--- src/lci_pkg.sv ---
// Shared number format, types and helpers for the linear constraint interval unit.
package lci_pkg;

    // Fixed-point format of every value: signed, VALUE_WIDTH bits, FRACTION_BITS fraction bits.
    localparam int VALUE_WIDTH   = 32;
    localparam int FRACTION_BITS = 16;

    typedef logic signed [VALUE_WIDTH-1:0] value_t;
    typedef logic        [VALUE_WIDTH-1:0] mag_t;

    // Range limits of the format and the magnitude of its most negative value.
    localparam value_t VMAX     = {1'b0, {(VALUE_WIDTH-1){1'b1}}};
    localparam value_t VMIN     = {1'b1, {(VALUE_WIDTH-1){1'b0}}};
    localparam mag_t   MAG_HALF = {1'b1, {(VALUE_WIDTH-1){1'b0}}};
    localparam mag_t   MAG_MAX  = {1'b0, {(VALUE_WIDTH-1){1'b1}}};

    // The value 1.0, clipped to the format when it cannot be represented.
    localparam value_t ONE_Q = (FRACTION_BITS >= VALUE_WIDTH - 1) ? VMAX :
                               value_t'(64'd1 << FRACTION_BITS);

    // Magnitude of a two's complement value; the most negative value maps to MAG_HALF.
    function automatic mag_t abs_mag(input value_t v);
        abs_mag = v[VALUE_WIDTH-1] ? mag_t'(~v + 1'b1) : mag_t'(v);
    endfunction

endpackage

--- src/linear_constraint_interval_unit.sv ---
// Linear constraint interval unit: row sequencer, shared radix-2 divider and running interval.
//
//  Channel | Direction | Handshake          | Payload
//  --------+-----------+--------------------+-------------------------------------------------
//  s_      | in        | s_valid / s_ready  | coef_u, coef_x, offset, x_value, query_u, last_row
//  m_      | out       | m_valid / m_ready  | lower/upper bound, unbounded flags, empty, saturated
//
//  A row that bounds the interval, in x mode or in u mode, runs through the 32 steps of the
//  shared radix-2 divider before the next row is accepted; a quotient too large for the format
//  skips those steps. A skipped or degenerate row, or any row after the interval went empty,
//  bypasses the divider. A last row also passes the finish step, which loads the result
//  register and waits there while that register is full.
//  Reset is synchronous and active low; it opens both bounds and clears the flags.
//  A stalled result does not block the input side until the next last row must be emitted.
module linear_constraint_interval_unit
    import lci_pkg::*;
(
    input  logic                      aclk,
    input  logic                      aresetn,
    // Input rows
    input  logic                      s_valid,
    output logic                      s_ready,
    input  logic signed [31:0]        s_coef_u,
    input  logic signed [31:0]        s_coef_x,
    input  logic signed [31:0]        s_offset,
    input  logic signed [31:0]        s_x_value,
    input  logic                      s_query_u,
    input  logic                      s_last_row,
    // Result intervals
    output logic                      m_valid,
    input  logic                      m_ready,
    output logic signed [31:0]        m_lower_bound,
    output logic signed [31:0]        m_upper_bound,
    output logic                      m_lower_unbounded,
    output logic                      m_upper_unbounded,
    output logic                      m_interval_empty,
    output logic                      m_saturated
);

    localparam int W     = VALUE_WIDTH;
    localparam int F     = FRACTION_BITS;
    localparam int PW    = 2 * W - F;
    localparam int CNT_W = $clog2(W + 1);

    // Sequencer states.
    localparam logic [3:0] ST_IDLE   = 4'd0;
    localparam logic [3:0] ST_DECODE = 4'd1;
    localparam logic [3:0] ST_MUL    = 4'd2;
    localparam logic [3:0] ST_PSAT   = 4'd3;
    localparam logic [3:0] ST_RHS    = 4'd4;
    localparam logic [3:0] ST_SEL    = 4'd5;
    localparam logic [3:0] ST_DIVCHK = 4'd6;
    localparam logic [3:0] ST_DIV    = 4'd7;
    localparam logic [3:0] ST_QSAT   = 4'd8;
    localparam logic [3:0] ST_APPLY  = 4'd9;
    localparam logic [3:0] ST_FINISH = 4'd10;

    localparam logic [PW-1:0] P_HALF = {{(PW-W){1'b0}}, MAG_HALF};
    localparam logic [PW-1:0] P_MAX  = {{(PW-W){1'b0}}, MAG_MAX};

    // Control state.
    logic [3:0]       state_reg, state_next;
    logic             lower_open_reg, lower_open_next;
    logic             upper_open_reg, upper_open_next;
    logic             empty_seen_reg, empty_seen_next;
    logic             clip_seen_reg, clip_seen_next;
    logic             m_valid_reg, m_valid_next;
    logic [CNT_W-1:0] cnt_reg, cnt_next;

    // Datapath registers.
    value_t           a_reg, a_next, b_reg, b_next, c_reg, c_next, x_reg, x_next;
    logic             umode_reg, umode_next, last_reg, last_next;
    logic [2*W-1:0]   prod_reg, prod_next;
    value_t           p_reg, p_next, rhs_reg, rhs_next;
    mag_t             num_reg, num_next, den_reg, den_next;
    logic             qsign_reg, qsign_next, to_upper_reg, to_upper_next, ovf_reg, ovf_next;
    mag_t             rem_reg, rem_next, shift_reg, shift_next, quo_reg, quo_next;
    value_t           val_reg, val_next;
    value_t           run_lower_reg, run_lower_next, run_upper_reg, run_upper_next;
    value_t           m_lower_reg, m_lower_next, m_upper_reg, m_upper_next;
    logic             m_lunb_reg, m_lunb_next, m_uunb_reg, m_uunb_next;
    logic             m_empty_reg, m_empty_next, m_sat_reg, m_sat_next;

    // Combinational helpers.
    logic [3:0]       done_state;
    logic [PW-1:0]    pmag;
    logic             pneg;
    logic signed [W+1:0] rsum;
    logic [W:0]       rem_shift;
    logic [W:0]       rem_diff;
    logic             qneg;

    assign done_state = last_reg ? ST_FINISH : ST_IDLE;
    assign pmag       = prod_reg[2*W-1:F];
    assign pneg       = (b_reg[W-1] ^ x_reg[W-1]) & (|pmag);
    assign rsum       = -$signed({{2{p_reg[W-1]}}, p_reg}) - $signed({{2{c_reg[W-1]}}, c_reg});
    assign rem_shift  = {rem_reg, shift_reg[W-1]};
    assign rem_diff   = rem_shift - {1'b0, den_reg};
    assign qneg       = qsign_reg & (|quo_reg);

    // Next-state logic of the sequencer and datapath.
    always_comb begin
        state_next      = state_reg;
        lower_open_next = lower_open_reg;
        upper_open_next = upper_open_reg;
        empty_seen_next = empty_seen_reg;
        clip_seen_next  = clip_seen_reg;
        m_valid_next    = m_valid_reg;
        cnt_next        = cnt_reg;
        a_next          = a_reg;
        b_next          = b_reg;
        c_next          = c_reg;
        x_next          = x_reg;
        umode_next      = umode_reg;
        last_next       = last_reg;
        prod_next       = prod_reg;
        p_next          = p_reg;
        rhs_next        = rhs_reg;
        num_next        = num_reg;
        den_next        = den_reg;
        qsign_next      = qsign_reg;
        to_upper_next   = to_upper_reg;
        ovf_next        = ovf_reg;
        rem_next        = rem_reg;
        shift_next      = shift_reg;
        quo_next        = quo_reg;
        val_next        = val_reg;
        run_lower_next  = run_lower_reg;
        run_upper_next  = run_upper_reg;
        m_lower_next    = m_lower_reg;
        m_upper_next    = m_upper_reg;
        m_lunb_next     = m_lunb_reg;
        m_uunb_next     = m_uunb_reg;
        m_empty_next    = m_empty_reg;
        m_sat_next      = m_sat_reg;

        // The result register empties when its transaction completes.
        if (m_valid_reg && m_ready) begin
            m_valid_next = 1'b0;
        end

        case (state_reg)
            ST_IDLE: begin
                if (s_valid) begin
                    a_next     = value_t'(s_coef_u);
                    b_next     = value_t'(s_coef_x);
                    c_next     = value_t'(s_offset);
                    x_next     = value_t'(s_x_value);
                    umode_next = s_query_u;
                    last_next  = s_last_row;
                    state_next = ST_DECODE;
                end
            end

            // Route the row: skip it, mark the interval empty, start the u-mode product, or set up the division.
            ST_DECODE: begin
                if (empty_seen_reg) begin
                    state_next = done_state;
                end else if (umode_reg) begin
                    state_next = ST_MUL;
                end else if (a_reg != '0) begin
                    state_next = done_state;
                end else if (b_reg == '0) begin
                    if (!c_reg[W-1] && (c_reg != '0)) begin
                        empty_seen_next = 1'b1;
                    end
                    state_next = done_state;
                end else begin
                    num_next      = abs_mag(c_reg);
                    den_next      = abs_mag(b_reg);
                    qsign_next    = ~c_reg[W-1] ^ b_reg[W-1];
                    to_upper_next = ~b_reg[W-1];
                    state_next    = ST_DIVCHK;
                end
            end

            // Magnitude product of coef_x and x_value.
            ST_MUL: begin
                prod_next  = abs_mag(b_reg) * abs_mag(x_reg);
                state_next = ST_PSAT;
            end

            // Truncate the product to the format and clip it.
            ST_PSAT: begin
                if (pneg) begin
                    if (pmag > P_HALF) begin
                        p_next         = VMIN;
                        clip_seen_next = 1'b1;
                    end else begin
                        p_next = value_t'(~pmag[W-1:0] + 1'b1);
                    end
                end else if (pmag > P_MAX) begin
                    p_next         = VMAX;
                    clip_seen_next = 1'b1;
                end else begin
                    p_next = value_t'(pmag[W-1:0]);
                end
                state_next = ST_RHS;
            end

            // Right-hand side -b*x - c, clipped to the format.
            ST_RHS: begin
                if ((rsum[W+1:W-1] != '0) && (rsum[W+1:W-1] != '1)) begin
                    rhs_next       = rsum[W+1] ? VMIN : VMAX;
                    clip_seen_next = 1'b1;
                end else begin
                    rhs_next = value_t'(rsum[W-1:0]);
                end
                state_next = ST_SEL;
            end

            // Zero coef_u: a negative right-hand side empties the interval. Else set up the division.
            ST_SEL: begin
                if (a_reg == '0) begin
                    if (rhs_reg[W-1]) begin
                        empty_seen_next = 1'b1;
                    end
                    state_next = done_state;
                end else begin
                    num_next      = abs_mag(rhs_reg);
                    den_next      = abs_mag(a_reg);
                    qsign_next    = rhs_reg[W-1] ^ a_reg[W-1];
                    to_upper_next = ~a_reg[W-1];
                    state_next    = ST_DIVCHK;
                end
            end

            // Quotients of 2^W or more clip; otherwise the quotient fits in W bits.
            ST_DIVCHK: begin
                ovf_next   = {{(W-F){1'b0}}, num_reg} >= {den_reg, {(W-F){1'b0}}};
                rem_next   = mag_t'(num_reg >> (W - F));
                shift_next = {num_reg[W-F-1:0], {F{1'b0}}};
                quo_next   = '0;
                cnt_next   = CNT_W'(W);
                state_next = ovf_next ? ST_QSAT : ST_DIV;
            end

            // One restoring division step per cycle on the shared subtractor.
            ST_DIV: begin
                if (!rem_diff[W]) begin
                    rem_next = rem_diff[W-1:0];
                end else begin
                    rem_next = rem_shift[W-1:0];
                end
                quo_next   = {quo_reg[W-2:0], ~rem_diff[W]};
                shift_next = {shift_reg[W-2:0], 1'b0};
                cnt_next   = cnt_reg - 1'b1;
                if (cnt_reg == CNT_W'(1)) begin
                    state_next = ST_QSAT;
                end
            end

            // Apply the quotient sign and clip to the format.
            ST_QSAT: begin
                if (ovf_reg) begin
                    val_next       = qsign_reg ? VMIN : VMAX;
                    clip_seen_next = 1'b1;
                end else if (qneg) begin
                    if (quo_reg > MAG_HALF) begin
                        val_next       = VMIN;
                        clip_seen_next = 1'b1;
                    end else begin
                        val_next = value_t'(~quo_reg + 1'b1);
                    end
                end else if (quo_reg > MAG_MAX) begin
                    val_next       = VMAX;
                    clip_seen_next = 1'b1;
                end else begin
                    val_next = value_t'(quo_reg);
                end
                state_next = ST_APPLY;
            end

            // Tighten the chosen side of the running interval.
            ST_APPLY: begin
                if (to_upper_reg) begin
                    if (upper_open_reg || (val_reg < run_upper_reg)) begin
                        run_upper_next = val_reg;
                    end
                    upper_open_next = 1'b0;
                end else begin
                    if (lower_open_reg || (val_reg > run_lower_reg)) begin
                        run_lower_next = val_reg;
                    end
                    lower_open_next = 1'b0;
                end
                state_next = done_state;
            end

            // Load the result register once it is free, then start a new interval.
            ST_FINISH: begin
                if (!m_valid_reg || m_ready) begin
                    m_valid_next = 1'b1;
                    if (empty_seen_reg) begin
                        m_lower_next = ONE_Q;
                        m_upper_next = '0;
                        m_lunb_next  = 1'b0;
                        m_uunb_next  = 1'b0;
                        m_empty_next = 1'b1;
                    end else begin
                        m_lower_next = lower_open_reg ? value_t'(0) : run_lower_reg;
                        m_upper_next = upper_open_reg ? value_t'(0) : run_upper_reg;
                        m_lunb_next  = lower_open_reg;
                        m_uunb_next  = upper_open_reg;
                        m_empty_next = 1'b0;
                    end
                    m_sat_next      = clip_seen_reg;
                    lower_open_next = 1'b1;
                    upper_open_next = 1'b1;
                    empty_seen_next = 1'b0;
                    clip_seen_next  = 1'b0;
                    state_next      = ST_IDLE;
                end
            end

            default: begin
                state_next = ST_IDLE;
            end
        endcase
    end

    // Control registers.
    always_ff @(posedge aclk) begin
        if (!aresetn) begin
            state_reg      <= ST_IDLE;
            lower_open_reg <= 1'b1;
            upper_open_reg <= 1'b1;
            empty_seen_reg <= 1'b0;
            clip_seen_reg  <= 1'b0;
            m_valid_reg    <= 1'b0;
            cnt_reg        <= '0;
        end else begin
            state_reg      <= state_next;
            lower_open_reg <= lower_open_next;
            upper_open_reg <= upper_open_next;
            empty_seen_reg <= empty_seen_next;
            clip_seen_reg  <= clip_seen_next;
            m_valid_reg    <= m_valid_next;
            cnt_reg        <= cnt_next;
        end
    end

    // Payload registers.
    always_ff @(posedge aclk) begin
        a_reg         <= a_next;
        b_reg         <= b_next;
        c_reg         <= c_next;
        x_reg         <= x_next;
        umode_reg     <= umode_next;
        last_reg      <= last_next;
        prod_reg      <= prod_next;
        p_reg         <= p_next;
        rhs_reg       <= rhs_next;
        num_reg       <= num_next;
        den_reg       <= den_next;
        qsign_reg     <= qsign_next;
        to_upper_reg  <= to_upper_next;
        ovf_reg       <= ovf_next;
        rem_reg       <= rem_next;
        shift_reg     <= shift_next;
        quo_reg       <= quo_next;
        val_reg       <= val_next;
        run_lower_reg <= run_lower_next;
        run_upper_reg <= run_upper_next;
        m_lower_reg   <= m_lower_next;
        m_upper_reg   <= m_upper_next;
        m_lunb_reg    <= m_lunb_next;
        m_uunb_reg    <= m_uunb_next;
        m_empty_reg   <= m_empty_next;
        m_sat_reg     <= m_sat_next;
    end

    // Ports.
    assign s_ready           = (state_reg == ST_IDLE);
    assign m_valid           = m_valid_reg;
    assign m_lower_bound     = 32'(m_lower_reg);
    assign m_upper_bound     = 32'(m_upper_reg);
    assign m_lower_unbounded = m_lunb_reg;
    assign m_upper_unbounded = m_uunb_reg;
    assign m_interval_empty  = m_empty_reg;
    assign m_saturated       = m_sat_reg;

    // An empty interval is reported with closed sides and a zero upper end.
    assert property (@(posedge aclk) disable iff (!aresetn)
        m_valid && m_interval_empty |-> !m_lower_unbounded && !m_upper_unbounded &&
                                        (m_upper_bound == 32'sd0))
        else $error("empty interval reported with open side or nonzero upper end");

    // The divider never runs with an exhausted step count.
    assert property (@(posedge aclk) disable iff (!aresetn)
        state_reg == ST_DIV |-> cnt_reg != '0)
        else $error("divider step count exhausted while dividing");

    // Emitting a result restarts the running interval.
    assert property (@(posedge aclk) disable iff (!aresetn)
        (state_reg == ST_FINISH) && (!m_valid_reg || m_ready) |=>
            lower_open_reg && upper_open_reg && !empty_seen_reg && !clip_seen_reg && m_valid_reg)
        else $error("running interval not restarted after a result");

    // A result is only produced from the finish step.
    assert property (@(posedge aclk) disable iff (!aresetn)
        $rose(m_valid_reg) |-> $past(state_reg) == ST_FINISH)
        else $error("result appeared outside the finish step");

endmodule
--- config.mk ---
export PLATFORM = sky130hd
export DESIGN_NAME = linear_constraint_interval_unit
export DESIGN_NICKNAME = d
export VERILOG_FILES = /design/src/lci_pkg.sv /design/src/linear_constraint_interval_unit.sv
export SDC_FILE = /design/constraint.sdc
export NUM_CORES = 2
export LEC_CHECK = 0
export CORE_ASPECT_RATIO = 1.1
export CORE_UTILIZATION = 25
export CTS_CLUSTER_SIZE = 8
export DETAILED_ROUTE_END_ITERATION = 6
export DONT_BUFFER_PORTS = 1
export SLEW_MARGIN = 20
export SYNTH_ARGS = -nofsm -noshare
export SYNTH_HDL_FRONTEND = slang
export SYNTH_SLANG_ARGS = --single-unit
--- constraint.sdc ---
create_clock -name aclk -period 25.7 [get_ports aclk]
set_clock_uncertainty 0.2 [all_clocks]
set_input_delay 1.285 -clock aclk [delete_from_list [all_inputs] [get_ports aclk]]
set_output_delay 1.285 -clock aclk [all_outputs]
set_load 0.01 [all_outputs]
Word-level counts from Yosys, hierarchy flattened
Cells that the tools add are included.

Bits in registers: 600. Input port bits: 134. Output and inout port bits: 70.

Add/subtract/negate cells: 11. Multiply operators: 1. $lt $le $gt $ge: 7. Eq/ne operators: 29. Muxes and demuxes: 83. Bitwise logic cells: 17. Reduce and logical (&&, ||, !) cells: 33.

Operators with widths (count): $mux W32 (26); $pmux W32 S2 (5); $add A32 B1 Y32 const B (7); $not A32 Y32 (7); $logic_not A32 Y1 (2); $mul A32 B32 Y64 (1); $reduce_bool A32 Y1 (2); $ge A32 B48 Y1 (1); $gt A48 B31 Y1 const B (1); $gt A48 B32 Y1 const B (1); $reduce_or A48 Y1 (1); $pmux W4 S11 (1); $mux W4 (10); $neg A32 Y34 (1); $sub A34 B32 Y34 (1); $mux W1 (33); $sub A33 B32 Y33 (1); $gt A32 B31 Y1 const B (1); $gt A32 B32 Y1 (1); $gt A32 B32 Y1 const B (1); $lt A32 B32 Y1 (1); $reduce_or A32 Y1 (1); $ne A2 B2 Y1 const B (13); $mux W17 (1); 28 further kinds (61).

Longest topological paths before layout
Depth after elaboration: 8. Depth in mapped cells: 39.

Least setup slack after synthesis
OpenSTA, ideal clock, no wires.

Path type: flip-flop to flip-flop. Start: register x_reg[0]. End: register prod_reg[56] (data pin). Setup time: 265 ps. Data arrival time: 10012 ps. Required time: 25235 ps. Slack: 15224 ps. Stages on the path, launching flop included: 39. Cell sequence: edfxtp_1 -> inv_1 -> clkbuf_1 -> ha_1 -> nand2_1 -> or4_4 -> nand2b_1 -> or4_1 -> nand2b_4 -> and2_1 -> xnor2_1 -> clkbuf_1 -> nor2_1 -> fa_1 -> inv_1 -> fa_1 -> inv_1 -> fa_1 -> (+3 left out) -> fa_1 -> fa_1 -> fa_1 -> inv_1 -> fa_1 -> inv_1 -> ha_1 -> and3_1 -> and3_1 -> nand2_1 -> o221ai_1 -> o211a_1 -> nor2_1 -> o21ai_0 -> a21oi_1 -> o41a_1 -> a41oi_1 -> o21ai_0.

Cells in the longest elaborated chain, start to end: 4.

RTL lines: start: declaration (RTL line linear_constraint_interval_unit.sv:71) `value_t a_reg, a_next, b_reg, b_next, c_reg, c_next, x_reg, x_next;`; start signal: assignment (RTL line linear_constraint_interval_unit.sv:348) `x_reg <= x_next;`; $not A32 Y32 (RTL line lci_pkg.sv:23) `abs_mag = v[VALUE_WIDTH-1] ? mag_t'(~v + 1'b1) : mag_t'(v);`; $add A32 B1 Y32 (RTL line lci_pkg.sv:23); $mux W32 * (RTL line lci_pkg.sv:23); $mul A32 B32 Y64 * (RTL line linear_constraint_interval_unit.sv:179) `prod_next = abs_mag(b_reg) * abs_mag(x_reg);`; end signal: assignment (RTL line linear_constraint_interval_unit.sv:351) `prod_reg <= prod_next;`; end: declaration (RTL line linear_constraint_interval_unit.sv:73) `logic [2*W-1:0] prod_reg, prod_next;`.

Mark *: on every way between the ends. The rest lies on a longest branch, timed or not. A chain may end at the register's enable or synchronous reset.

Worst setup path in the final report
Start: register b_reg[2]. End: register prod_reg[56] (data pin).

Cells in the longest elaborated chain, start to end: 4.

RTL lines: start: declaration (RTL line linear_constraint_interval_unit.sv:71); start signal: assignment (RTL line linear_constraint_interval_unit.sv:346) `b_reg <= b_next;`; $not A32 Y32 (RTL line lci_pkg.sv:23); $add A32 B1 Y32 (RTL line lci_pkg.sv:23); $mux W32 * (RTL line lci_pkg.sv:23); $mul A32 B32 Y64 * (RTL line linear_constraint_interval_unit.sv:179).

Marked as above.

==> results.yml <==
yosys:
  syn_inst: 6527
  synth_compound_area_share_pct: 8.54
  synthXorXnorAreaFrac_pct: 4.25
  muxShareOfSynthArea_pct: 0.559
  synth-async-reset-ratio_pct: 0
  yosysWarnings: 0
  ys_seq_area_share_pct: 26.8
  ys_ff_latch: 568
  syn-cell-area_um2: 63100
  yosys.area_share.adder_pct: 37.3
  syn-num-nets: 8002
  synth-edff-count: 553
  synth.distinct_cells: 84
  syn_avg_cell_area_um2: 9.66
  yosys.area_share.simple_pct: 13.9
  ys.flop_type: "edfxtp_1"
  synth_top_family_by_area: "adder cells"
clock_network:
  clockRootBuffer: "clkbuf_16"
  clkSinkCount: 568
  cts_buffers: 84
  cts.clk_slew.worst_paths_ps: 60
  post_cts.repair.setup_buffers: 0
  cts_resized: 0
  hold_buffers: 0
  htreeDepth: 3
  clockBufferDepth: 3
  clk_latency_ps: 730
  cts_tree: "done"
die:
  dieWidth_um: 481
  rows: 193
  top_level_ports: 204
  dieArea_um2: 254000
  die_y_um: 529
  initial_utilization_pct: 25.1
  coreArea_um2: 251000
drt:
  vias_per_cell: 4.80
  final_antenna_net_count: 0
  wl_per_cell_um: 20.6
  dr_total_vias: 47400
  drt-initial-drc-count: 3426
  drtPass1Iterations: 6
  drc: 0
  drt_wl_total_um: 203000
flow_run:
  drv_cap: 0
worst_setup_path:
  end_kind: "flip-flop"
  path_common_cell: "fa_1"
  crit_required_ps: 25930
  worstSetupPathType: "reg -> reg"
  critical-path-top-delay-family: "adder cells"
  critPathLaunchType: "flip-flop"
  cp_num_buf_inv: 4
  critPathMaxFanout: 14
  critPathArrivalTime_ps: 12320
  cp_slowest_cell: "xor2_2"
  critPathMaxStageDelay_ps: 960
layout:
  multi_input_area_um2: 41500
  final-instance-count-excl-fill: 9863
  layout_common_cells: "inv_1, fa_1, nor2_1, nand2_1, edfxtp_1"
  area_delta_synth_final_pct: 11.8
  final_common_cell: "inv_1"
  layout.nets: 7956
  regArea_um2: 16900
  fill_cells: 26300
  largest_reg_flops: 48
  drive_gt1_share_pct: 5.93
grt:
  grt_pass1_vias: 49800
  grt_max_degree: 78
  antenna_found_initial: 72
  overflow: 0
  grt_pass1_wl_um: 305000
  track_usage_pct: 16.0
min_path:
  hp-class: "reg -> reg"
timing:
  maxSlewHeadroom_pct: 19.9
  slew_viol_final: 0
  min_period_over_period_pct: 47.0
  clock.fmax_mhz: 82.8
  finalSetupViolations: 0
  fin_crit_ps: 12080
  rsz0062_at_grt: "no"
  tightestPinTransition_ps: 1200
  fin_setup_tns_ps: 0
  hold_viol_final: 0
placement:
  gp_congestion: 0.939
  hpwl_um: 160000
  dp_cells: 9709
  portBuffers: 0
outcome:
  status: "finished clean"
## cells in the mapped netlist, drive strengths merged, types with 49 or more instances
cell / count / area (um^2)
nor3: 131 / 656
inv: 1150 / 4320
clkbuf: 243 / 912
nand2: 749 / 2810
ha: 444 / 5560
a21oi: 250 / 1250
a21o: 104 / 781
xnor2: 183 / 1620
o21ai: 206 / 1030
nor2: 763 / 2890
edfxtp: 553 / 16600
fa: 897 / 18000
xor2: 118 / 1060
or3: 49 / 312
## cells by family (layout without fill, tap and decap cells)
family	after synthesis	in the layout
muxes	35	35
adders and majority gates	1341	1341
other	0	27
AOI/OAI and AO/OA	838	838
DFF	568	568
xor gates and xnor gates	301	301
and+or+nand+nor	2016	2016
buffers and inverters	1428	1422
## path summary, 6_finish.rpt
| path | start | endpoint | slack (ps) | depth (start not counted) |
|---|---|---|---|---|
| worst min-delay path | cnt_reg[4] | cnt_reg[4] | 270 | 2 |
| worst min register to register | cnt_reg[4] | cnt_reg[4] | 270 | 2 |
| worst max register to register | b_reg[2] | prod_reg[56] | 13620 | 33 |
| worst max-delay path | b_reg[2] | prod_reg[56] | 13620 | 33 |
## through the flow
step / setup WS (ps) / instance area [um^2] / utilization, % / hold slack, ps
floorplan: 15220 / 63100 / - / 206
global placement: 13830 / 67900 / 27.0 / 256
detailed placement: 13700 / 67900 / 27.1 / 267
CTS: 13620 / 70400 / 28.0 / 278
global route: 12920 / 70500 / 28.1 / 313
finish: 13620 / 70500 / 28.1 / 270
## final cells by class
class,count,share of cell area (%)
tap,3315,5.88
antenna,27,0.0958
sequential,568,24.0
clock inverter,16,0.396
multi-input combinational,4531,58.8
inverter,1151,6.13
timing repair buffer,145,1.57
clock buffer,110,3.12
## per-layer routing
| layer | global-route usage (%) | vias up | part of all wire, % | wire length [um] |
|---|---|---|---|---|
| met1 | 18.1 | 23600 | 37 | 74700 |
| met2 | 26.8 | 2042 | 47 | 96200 |
| li1 | - | 20900 | - | - |
| met5 | 0 | - | 0.079 | 160 |
| met4 | 10.8 | 24 | 8.0 | 16300 |
| met3 | 3.53 | 718 | 7.8 | 15900 |
## tightest hold or removal path: stages (launching register included)
cell	delay [ps]
dfxtp_1	300
o21ai_0	60
a21oi_1	60
Power is left out: the tool's default activity adds up to more than one toggle a clock period on the data nets, which glitch-free logic cannot reach.
